**src/rtl/core/dhbp_pkg.sv**
```systemverilog
package dhbp_pkg;

	localparam int CH_W  = 8;
	localparam int CNT_W = 7;

	localparam logic [CH_W-1:0] CH_NUL   = 8'h00;
	localparam logic [CH_W-1:0] CH_DASH  = 8'h2d;
	localparam logic [CH_W-1:0] CH_ZERO  = 8'h30;
	localparam logic [CH_W-1:0] CH_NINE  = 8'h39;
	localparam logic [CH_W-1:0] CH_LO_A  = 8'h61;
	localparam logic [CH_W-1:0] CH_LO_F  = 8'h66;
	localparam logic [CH_W-1:0] CH_UP_A  = 8'h41;
	localparam logic [CH_W-1:0] CH_UP_F  = 8'h46;
	localparam logic [CH_W-1:0] HEX_TEN  = 8'd10;

	localparam logic [3:0] BYTE_COUNT_RST = 4'd6;

	typedef enum logic [1:0] {
		ST_OK    = 2'd0,
		ST_EMPTY = 2'd1,
		ST_BAD   = 2'd2,
		ST_TERM  = 2'd3
	} status_t;

	typedef struct packed {
		logic       ok;
		logic [3:0] val;
	} hex_t;

	function automatic hex_t hex_decode(input logic [CH_W-1:0] c);
		hex_t h;
		logic [CH_W-1:0] t;
		h = '{ok: 1'b0, val: 4'd0};
		t = '0;
		if (c >= CH_ZERO && c <= CH_NINE) begin
			t = c - CH_ZERO;
			h.ok = 1'b1;
		end else if (c >= CH_LO_A && c <= CH_LO_F) begin
			t = c - CH_LO_A + HEX_TEN;
			h.ok = 1'b1;
		end else if (c >= CH_UP_A && c <= CH_UP_F) begin
			t = c - CH_UP_A + HEX_TEN;
			h.ok = 1'b1;
		end
		h.val = t[3:0];
		return h;
	endfunction

endpackage

```
**src/rtl/core/dashed_hex_byte_parser_top.sv**
```systemverilog
// An input transfer reaches its result through the input register and the result register.
// One character per cycle while in_stall is low; a character with no result gives no transfer.
// At most one result per character; the last byte and the OK status share one result.
// Reset (arst_n low, asynchronous): pipeline empty, parser at string start,
// byte_count back to 6.
module dashed_hex_byte_parser_top #(
	parameter int MAX_BYTES = 8
) (
	input  logic                       clk,
	input  logic                       arst_n,
	input  logic                       cfg_wr_en,
	input  logic [3:0]                 cfg_wr_data,
	input  logic                       in_valid,
	output logic                       in_stall,
	input  logic [dhbp_pkg::CH_W-1:0]  ch,
	output logic                       out_valid,
	input  logic                       out_stall,
	output logic                       byte_valid,
	output logic [7:0]                 byte_value,
	output logic [2:0]                 byte_index,
	output logic                       status_valid,
	output logic [1:0]                 status
);

	localparam int GIW = (MAX_BYTES > 1) ? $clog2(MAX_BYTES) : 1;

	typedef enum logic [1:0] {
		PH_FIRST = 2'd0,
		PH_ONE   = 2'd1,
		PH_TWO   = 2'd2,
		PH_DRAIN = 2'd3
	} phase_t;

	logic [3:0]                cnt_q;
	logic                      valid_s1;
	logic [dhbp_pkg::CH_W-1:0] ch_s1;
	phase_t                    phase_q, phase_d;
	logic [GIW-1:0]            gi_q, gi_d;
	logic [3:0]                held_q, held_d;
	logic [7:0]                acc_q, acc_d;
	logic                      start_q, start_d;

	logic                      adv, fire;
	logic                      res_v, res_bv, res_sv;
	logic [7:0]                res_val;
	logic [2:0]                res_idx;
	dhbp_pkg::status_t         res_st;
	dhbp_pkg::hex_t            hx;
	logic [dhbp_pkg::CNT_W-1:0] lim, gi_next;
	logic                      last;
	logic [7:0]                sep_val;
	logic                      is_nul, is_dash;

	assign adv      = !out_valid || !out_stall;
	assign fire     = valid_s1 && adv;
	assign in_stall = valid_s1 && !adv;

	always_ff @(posedge clk or negedge arst_n) begin
		if (!arst_n) begin
			cnt_q <= dhbp_pkg::BYTE_COUNT_RST;
		end else if (cfg_wr_en) begin
			cnt_q <= cfg_wr_data;
		end
	end

	always_ff @(posedge clk or negedge arst_n) begin
		if (!arst_n) begin
			valid_s1 <= 1'b0;
		end else if (!in_stall) begin
			valid_s1 <= in_valid;
		end
	end

	always_ff @(posedge clk) begin
		if (in_valid && !in_stall) begin
			ch_s1 <= ch;
		end
	end

	// effective group limit: 0 acts as 1, clipped to MAX_BYTES
	always_comb begin
		if (cnt_q == 4'd0) begin
			lim = dhbp_pkg::CNT_W'(1);
		end else if (dhbp_pkg::CNT_W'(cnt_q) > dhbp_pkg::CNT_W'(MAX_BYTES)) begin
			lim = dhbp_pkg::CNT_W'(MAX_BYTES);
		end else begin
			lim = dhbp_pkg::CNT_W'(cnt_q);
		end
	end

	assign gi_next = dhbp_pkg::CNT_W'(gi_q) + dhbp_pkg::CNT_W'(1);
	assign last    = gi_next >= lim;
	assign hx      = dhbp_pkg::hex_decode(ch_s1);
	assign is_nul  = ch_s1 == dhbp_pkg::CH_NUL;
	assign is_dash = ch_s1 == dhbp_pkg::CH_DASH;
	assign sep_val = (phase_q == PH_ONE) ? {4'd0, held_q} : acc_q;

	always_comb begin
		res_v   = 1'b0;
		res_bv  = 1'b0;
		res_val = 8'd0;
		res_idx = 3'd0;
		res_sv  = 1'b0;
		res_st  = dhbp_pkg::ST_OK;
		phase_d = phase_q;
		gi_d    = gi_q;
		held_d  = held_q;
		acc_d   = acc_q;
		start_d = start_q;
		case (phase_q)
			PH_FIRST: begin
				if (is_nul && start_q) begin
					res_v  = 1'b1;
					res_sv = 1'b1;
					res_st = dhbp_pkg::ST_EMPTY;
				end else begin
					start_d = 1'b0;
					if (!hx.ok) begin
						res_v  = 1'b1;
						res_sv = 1'b1;
						res_st = dhbp_pkg::ST_BAD;
						phase_d = is_nul ? PH_FIRST : PH_DRAIN;
					end else begin
						held_d  = hx.val;
						phase_d = PH_ONE;
					end
				end
			end
			PH_ONE, PH_TWO: begin
				if (phase_q == PH_ONE && !is_nul && !is_dash) begin
					if (!hx.ok) begin
						res_v   = 1'b1;
						res_sv  = 1'b1;
						res_st  = dhbp_pkg::ST_BAD;
						phase_d = PH_DRAIN;
					end else begin
						acc_d   = {held_q, hx.val};
						phase_d = PH_TWO;
					end
				end else if (!last) begin
					res_v = 1'b1;
					if (!is_dash) begin
						res_sv  = 1'b1;
						res_st  = dhbp_pkg::ST_BAD;
						phase_d = is_nul ? PH_FIRST : PH_DRAIN;
					end else begin
						res_bv  = 1'b1;
						res_val = sep_val;
						res_idx = 3'(8'(gi_q));
						gi_d    = gi_q + GIW'(1);
						phase_d = PH_FIRST;
						held_d  = 4'd0;
						acc_d   = 8'd0;
					end
				end else begin
					res_v  = 1'b1;
					res_sv = 1'b1;
					if (!is_nul) begin
						res_st  = dhbp_pkg::ST_TERM;
						phase_d = PH_DRAIN;
					end else begin
						res_bv  = 1'b1;
						res_val = sep_val;
						res_idx = 3'(8'(gi_q));
						res_st  = dhbp_pkg::ST_OK;
						phase_d = PH_FIRST;
					end
				end
			end
			default: begin
				if (is_nul) begin
					phase_d = PH_FIRST;
				end
			end
		endcase
		// every way back to PH_FIRST other than after a dash is a restart
		if (phase_d == PH_FIRST && !(phase_q != PH_FIRST && res_bv && !res_sv)) begin
			gi_d    = '0;
			held_d  = 4'd0;
			acc_d   = 8'd0;
			start_d = 1'b1;
		end
	end

	always_ff @(posedge clk or negedge arst_n) begin
		if (!arst_n) begin
			phase_q      <= PH_FIRST;
			gi_q         <= '0;
			held_q       <= 4'd0;
			acc_q        <= 8'd0;
			start_q      <= 1'b1;
			out_valid    <= 1'b0;
			byte_valid   <= 1'b0;
			byte_value   <= 8'd0;
			byte_index   <= 3'd0;
			status_valid <= 1'b0;
			status       <= dhbp_pkg::ST_OK;
		end else begin
			if (fire) begin
				phase_q <= phase_d;
				gi_q    <= gi_d;
				held_q  <= held_d;
				acc_q   <= acc_d;
				start_q <= start_d;
			end
			if (adv) begin
				out_valid <= fire && res_v;
			end
			if (fire && res_v) begin
				byte_valid   <= res_bv;
				byte_value   <= res_val;
				byte_index   <= res_idx;
				status_valid <= res_sv;
				status       <= res_st;
			end
		end
	end

`ifndef SYNTHESIS
	a_result_carries_something: assert property (@(posedge clk) disable iff (!arst_n)
		out_valid |-> (byte_valid || status_valid))
		else $error("result with neither byte nor status");

	a_byte_fields_zero: assert property (@(posedge clk) disable iff (!arst_n)
		(out_valid && !byte_valid) |-> (byte_value == 8'd0 && byte_index == 3'd0))
		else $error("byte fields not zero without a byte");

	a_final_byte_ok: assert property (@(posedge clk) disable iff (!arst_n)
		(out_valid && byte_valid && status_valid) |-> status == dhbp_pkg::ST_OK)
		else $error("final byte with an error status");

	a_drain_not_start: assert property (@(posedge clk) disable iff (!arst_n)
		(phase_q == PH_DRAIN) |-> !start_q)
		else $error("draining while at string start");

	a_status_restarts: assert property (@(posedge clk) disable iff (!arst_n)
		(fire && res_sv && is_nul) |=> (phase_q == PH_FIRST && start_q && gi_q == '0))
		else $error("parser not restarted after end of string");
`endif

endmodule
```
**config.mk**
```make
export PLATFORM = sky130hd
export DESIGN_NAME = dashed_hex_byte_parser_top
export DESIGN_NICKNAME = d
export VERILOG_FILES = /design/src/rtl/core/dhbp_pkg.sv /design/src/rtl/core/dashed_hex_byte_parser_top.sv
export SDC_FILE = /design/constraint.sdc
export NUM_CORES = 1
export LEC_CHECK = 0
export ABC_CLOCK_PERIOD_IN_PS = 2700
export BUFFER_PORTS_ARGS = -buffer_cell sky130_fd_sc_hd__buf_2
export CORE_MARGIN = 5
export CORE_UTILIZATION = 50
export DETAILED_ROUTE_END_ITERATION = 16
export PLACE_DENSITY_LB_ADDON = 0.3
export SETUP_SLACK_MARGIN = 0.5
export SLEW_MARGIN = 40
export SYNTH_ARGS = -nofsm -noshare
export SYNTH_HDL_FRONTEND = slang
export SYNTH_SLANG_ARGS = --single-unit
```
**constraint.sdc**
```tcl
create_clock -name clk -period 2.7 [get_ports clk]
set_input_delay 0.54 -clock clk [delete_from_list [all_inputs] [get_ports clk]]
set_output_delay 0.54 -clock clk [all_outputs]
set_load 0.01 [all_outputs]
```
Yosys cells after proc, flatten, opt, wreduce, memory -nomap -nowiden
Index checks and enable logic that the tools add are counted.
{"block": "totals", "ff_bits": 47, "inputBits": 17, "out_inout_bits": 17, "word_cells": 147}
{"block": "classes", "addsub": 7, "magnitude_cmp": 8, "eq_ne": 13, "mux": 68, "n_reduce_logical": 37}
{"op": "2-to-1 mux 8 bit", "count": 12}
{"op": "2-to-1 mux 4 bit", "count": 11}
{"op": "2-to-1 mux 3 bit", "count": 10}
{"op": "2-to-1 mux 2 bit", "count": 12}
{"op": "2-to-1 mux 1 bit", "count": 18}
{"op": "greater-or-equal comparator 8 x 7 -> 1 bit, second input constant", "count": 2}
{"op": "<= comparator 8 x 7 -> 1 bit, second input constant", "count": 2}
{"op": "inequality test 3 bit, second input constant", "count": 5}
{"op": "logical AND 1 bit", "count": 13}
{"op": "subtractor 4 x 1 -> 4 bit, second input constant", "count": 3}
{"op": "AND reduction 5 bit", "count": 2}
{"op": "adder 4 bit, second input constant", "count": 2}
{"op": "equality test 8 x 6 -> 1 bit, second input constant", "count": 1}
{"op": "greater-or-equal comparator 8 x 6 -> 1 bit, second input constant", "count": 1}
{"op": "<= comparator 8 x 6 -> 1 bit, second input constant", "count": 1}
{"op": "logical NOT 1 bit", "count": 8}
{"op": "logical NOT 8 bit", "count": 1}
{"op": "one-hot mux 2 bit (2 select lines)", "count": 2}
{"op": "one-hot mux 4 bit (2 select lines)", "count": 1}
{"op": "nonzero test 2 bit", "count": 4}
{"op": "greater-or-equal comparator 4 x 7 -> 1 bit", "count": 1}
{"op": "AND reduction 7 bit", "count": 1}
{"op": "inequality test 2 x 1 -> 1 bit, second input constant", "count": 3}
{"op": "nonzero test 3 bit", "count": 2}
{"op": "13 further kinds", "count": 15}

Logic depth before layout (Yosys ltp)
{"block": "depth", "depth_word": 14, "ltp_mapped": 12, "mapped_depth_nobuf": 11}

Least setup slack after synthesis
OpenSTA, ideal clock, no wires.
{"block": "synth_timing", "path_kind": "register -> register", "start": "register cnt_q[1]", "end": "register acc_q[0]", "setup_ns": 0.136, "t_arrival_ns": 2.727, "required_ns": 2.564, "slack_ns": -0.163, "path_stages_with_launch": 12, "path_buffers": 0, "synth_period_minus_slack_ns": 2.863, "path_cell_list": "dfstp_2 > nor2_1 > nor2_1 > nor2_1 > ha_1 > nand2b_1 > a2111oi_4 > o21ai_1 > a311oi_4 > o21ai_4 > o2111ai_4 > o22ai_1"}
{"block": "synth_between", "elab_chain_cells": 13, "elab_cells_between_ends": 26, "classes_between": "order compare (2); eq/ne (2); mux (12); reduce/logical (10)"}
{"element": "start, declared", "line": "dashed_hex_byte_parser_top.sv:34", "text": "logic [3:0] cnt_q;"}
{"element": "start signal, assigned", "line": "dashed_hex_byte_parser_top.sv:60", "text": "cnt_q <= dhbp_pkg::BYTE_COUNT_RST;"}
{"element": "start signal, assigned", "line": "dashed_hex_byte_parser_top.sv:62", "text": "cnt_q <= cfg_wr_data;"}
{"element": "greater-than comparator 4 bit", "line": "dashed_hex_byte_parser_top.sv:84", "text": "end else if (dhbp_pkg::CNT_W'(cnt_q) > dhbp_pkg::CNT_W'(MAX_BYTES)) begin"}
{"element": "2-to-1 mux 4 bit", "line": "dashed_hex_byte_parser_top.sv:84"}
{"element": "2-to-1 mux 4 bit *", "line": "dashed_hex_byte_parser_top.sv:82", "text": "if (cnt_q == 4'd0) begin"}
{"element": "greater-or-equal comparator 4 x 7 -> 1 bit *", "line": "dashed_hex_byte_parser_top.sv:92", "text": "assign last = gi_next >= lim;"}
{"element": "2-to-1 mux 1 bit", "line": "dashed_hex_byte_parser_top.sv:140", "text": "end else if (!last) begin"}
{"element": "2-to-1 mux 1 bit", "line": "dashed_hex_byte_parser_top.sv:130", "text": "if (phase_q == PH_ONE && !is_nul && !is_dash) begin"}
{"element": "one-hot mux 1 bit (2 select lines) or 2-to-1 mux 1 bit (tied branches)", "line": "dashed_hex_byte_parser_top.sv:110", "text": "case (phase_q)"}
{"element": "logical NOT 1 bit or logical AND 1 bit (tied branches)", "line": "dashed_hex_byte_parser_top.sv:177", "text": "if (phase_d == PH_FIRST && !(phase_q != PH_FIRST && res_bv && !res_sv)) begin"}
{"element": "logical AND 1 bit", "line": "dashed_hex_byte_parser_top.sv:177"}
{"element": "logical NOT 1 bit", "line": "dashed_hex_byte_parser_top.sv:177"}
{"element": "logical AND 1 bit", "line": "dashed_hex_byte_parser_top.sv:177"}
{"element": "inequality test 3 x 1 -> 1 bit (no source line) (tied with other cells)"}
{"element": "AND reduction 5 bit (no source line)"}
{"element": "end signal, assigned", "line": "dashed_hex_byte_parser_top.sv:190", "text": "acc_q <= 8'd0;"}
{"element": "end signal, assigned", "line": "dashed_hex_byte_parser_top.sv:203", "text": "acc_q <= acc_d;"}
{"element": "end, declared", "line": "dashed_hex_byte_parser_top.sv:40", "text": "logic [7:0] acc_q, acc_d;"}
Every way passes the cells marked *; elsewhere a longest branch is shown, timed or not.
A chain may end at the register's enable or synchronous reset.

Worst setup path in the final report
{"block": "layout_timing", "start": "register cnt_q[1]", "end": "register acc_q[4]"}
The elaborated chain is that of the path after synthesis.

==> results summary <==
The flow ran to the end, but the final reports show violations. The final reports fail on setup timing. The min-delay analysis places its worst path in the category in -> async.

The hold violation total from the final report came out at 0. The number of buffers inserted during clock tree synthesis came out at 5. The register area share after synthesis is 0.463.

The count of final setup violators came out at 10. Prior to clock tree synthesis, the placed netlist has a worst setup slack of -0.0658 ns. Sorting the synthesized cells by area gives the leading types as dfrtp_1, edfxtp_1, nand2_1.

The post-route fraction of the period consumed by the critical path came out at 1.03. The maximum root-to-sink buffer count is 2. The count of clock tree sinks is 47. The average cell area after synthesis is 10.3 um2. The fraction of power consumed by combinational cells is 0.515.

The peak supply drop is 517 uV. The number of flops mapped to enable cells by yosys came out at 8. 34 I/O pins were placed. The synthesized netlist net count came out at 284. The total internal power is 1.68 mW. The largest individual stage delay along the critical path comes from the cell dfstp_2. After global routing the overflow that remains totals 0. Of all cell types, the one taking the most synthesized area is dfrtp_1. The total number of H-tree levels came out at 2.

The total wire length is 5590 um. The part of the total power dissipated in sequential elements is 0.329. The number of max-cap violations came out at 0. Setup repair after global routing could not meet its margin everywhere. The final hold slack is 0.138 ns. For this run, the detailed router's first-pass iteration total came to 4. After clock tree synthesis, the clock-pin slew on the worst setup and hold paths is 0.09 ns.

The number of nets still failing antenna checks after routing came out at 0. Clock skew on the completed layout was measured at 0.00798 ns. The post-detailed-route via-to-cell ratio is 5.39. The flip-flop cell with the highest count after synthesis is dfrtp_1. For the worst setup path, the data required time is 2.89 ns. On the critical path the largest part of the delay comes from compound AO/OA/AOI/OAI gates. At the later pin of the worst-skew pair, clock insertion delay measures 0.31 ns. The CTS tree is done. The initial antenna violation count was 0.

Once detailed placement completed, the half-perimeter wirelength came to 4150 um. The area growth from synthesis to layout is 29.4%. The total area inside the core boundary comes to 5110 um2. The die width is 82.6 um. In this run the clock root is driven by a clkbuf_8. The total power after layout came out at 2.82 mW. The effective utilization at floorplan came out at 0.516.

The maximum net fanout on the critical path came out at 8. STA puts the critical path data arrival time at 2.97 ns. The proportion of power drawn by the clock network came out at 0.156. For the pin with the worst max-slew slack, the measured transition is 0.650 ns. The final-layout fill cell count came out at 400. The chip height came out at 82.6 um. The total track usage came out at 0.177.

The slack of the critical path came out at -0.0764 ns. The power dissipated by switching net loads came out at 1.14 mW. For this design, the CTS-stage hold fixing added 0 buffers. Detailed routing inserted a total of 2119 vias. In the layout the commonest cells are nand2_1, dfrtp_1, buf_2, buf_4, inv_1. The end of the worst register-to-register path is acc_q[4]. The count of pins over their slew limit is 0.

The total power density per cell area came out at 827 nW/um2. The number of global-route vias before repair came out at 1975. The full die area is 6830 um2. The switching power as a share of total power came out at 0.405.

Port buffering added 33 buffers. In this run the static leakage power is 1.52 nW. The highest clock rate is 360 MHz.

The critical path in this run is classified as reg -> reg. The number of cells traversed by the worst register-to-register path is 12. Synthesis produced a netlist whose cell count is 256. In the final design database the tool counted 350 nets. The worst setup path is launched from a flop. Of the cells placed in the final design, the portion with a size suffix greater than 1 is 0.409.

The cell area after synthesis is 2640 um2. The routed length per placed instance came out at 14.2 um. After synthesis the netlist holds a flip-flop and latch count of 47. The register-to-register setup slack came out at -0.08 ns. Counting distinct cell types in the post-synthesis netlist gives 57. The largest single stage delay on the critical path is 0.55 ns.

Traced cell by cell, the critical path runs through nor2_2, nor2_1, nor2_1, ha_1, nand2b_4, a2111oi_4, buf_4, o21ai_4, a311oi_4, o21ai_4, o2111ai_4, o22ai_2. The diode insertion count for antenna repair came out at 0. The number of buffer and inverter stages on the critical path came out at 1. The placement row count is 26.

The fraction of synthesis flops using an asynchronous set or reset pin came out at 0.830. Headroom to the max-slew limit came out at 0.565. The count of yosys warnings during synthesis came out at 0.

The leading cell type in the layout, fill and taps excluded is nand2_1. The congestion estimate from routability-driven global placement came to 0.915. The count of unresolved DRC violations after routing came out at 0.

The first-pass GRT wire length came out at 9200 um. In this run the critical register-to-register path is launched from cnt_q[1]. The worst setup path is captured at a flop. For this block, the initial DRC count from the detailed router was 145. The maximum number of pins on one net before global-route repair came out at 26. At the end of the flow the core is filled with cells to 0.668. The clock period minus worst slack came out at 2.78 ns.

The portion of synthesized cell area occupied by the leading cell type came out at 0.342.
==> flip-flops by register name, summed over array words and instances (netlist names), 2 cells and up <==
signal and count:
acc_q 8, cnt_q 4, held_q 4, phase_q 2
gi_q 3, byte_index 3, byte_value 8, status 2
ch_s1 8
==> area by class of cell <==
class,count,area [um2],area share
tap,70,87.6,0.0257
inverter,14,52.6,0.0154
timing repair buffer,68,483,0.141
multi-input combinational,186,1480,0.433
clock buffer,5,68.8,0.0202
sequential,47,1220,0.357
clock inverter,3,22.5,0.00660
==> synth_stat cells (2+ instances only) <==
cell type,count
o211ai_1,2
and3_1,2
a21oi_1,3
inv_1,14
mux2i_1,4
ha_1,11
nor2_1,15
nor2b_1,2
o22ai_1,7
dfrtp_1,36
nand2_1,48
o21a_1,3
mux2_2,3
a32oi_1,2
o22ai_2,6
o31a_1,3
a31oi_1,3
and2_1,4
nor3b_1,2
o31ai_1,9
o21ai_1,2
clkbuf_1,4
nand3_1,2
edfxtp_1,8
o21ai_0,16
nand2b_1,4
nor3_1,5
nor3_4,3
o21bai_1,2
dfstp_2,3
buf_1,2
==> stage by stage <==
step | std cells | cell area, um2 | TNS, ns
floorplan | 256 | 2680 | 0
global placement | 374 | 3080 | -0.0589
detailed placement | 375 | 3110 | -0.605
CTS | 391 | 3360 | -0.323
global route | 393 | 3410 | -2.89
finish | 393 | 3410 | -0.535
==> timing repair <==
item,CTS,global route
pin swaps,10,1
gates resized for setup,29,10
setup endpoints to repair,33,34
buffers inserted,8,2
==> per-layer routing <==
layer,vias up,global-route usage,part of all wire
met2,51,0.296,0.48
met3,11,0.0293,0.060
met4,0,0.0539,0.016
met5,-,0,0
li1,1056,-,-
met1,1001,0.235,0.45
==> power by group through the flow <==
| stage | Sequential [mW] | Clock [mW] | Combinational (mW) |
|---|---|---|---|
| floorplan | 0.939 | 0 | 0.851 |
| global placement | 0.935 | 0 | 1.23 |
| detailed placement | 0.938 | 0 | 1.26 |
| CTS | 0.926 | 0.446 | 1.37 |
| global route | 0.942 | 0.475 | 1.58 |
| finish | 0.929 | 0.440 | 1.46 |
==> logic make-up after synthesis <==
group,count (synthesis),share of synthesized area
multiplexers,8,0.0323
XOR/XNOR,1,0.00332
buffers and inverters,23,0.0365
adder cells (fa/ha/maj),11,0.0522
AND/OR/NAND/NOR,94,0.185
AO/OA/AOI/OAI,72,0.228
flip-flops,47,0.463
==> worst max path at each step <==
stage                  start        end  slack, ns  cells past startpoint
floorplan           cnt_q[1]   acc_q[0]       0.07                     11
global placement    cnt_q[1]  held_q[1]      -0.01                     13
detailed placement  cnt_q[1]   acc_q[2]      -0.07                     11
CTS                 cnt_q[1]   acc_q[2]      -0.05                     12
global route        cnt_q[1]   acc_q[1]      -0.23                     12
finish              cnt_q[1]   acc_q[4]      -0.08                     12
(Power assumes the default switching activity.)
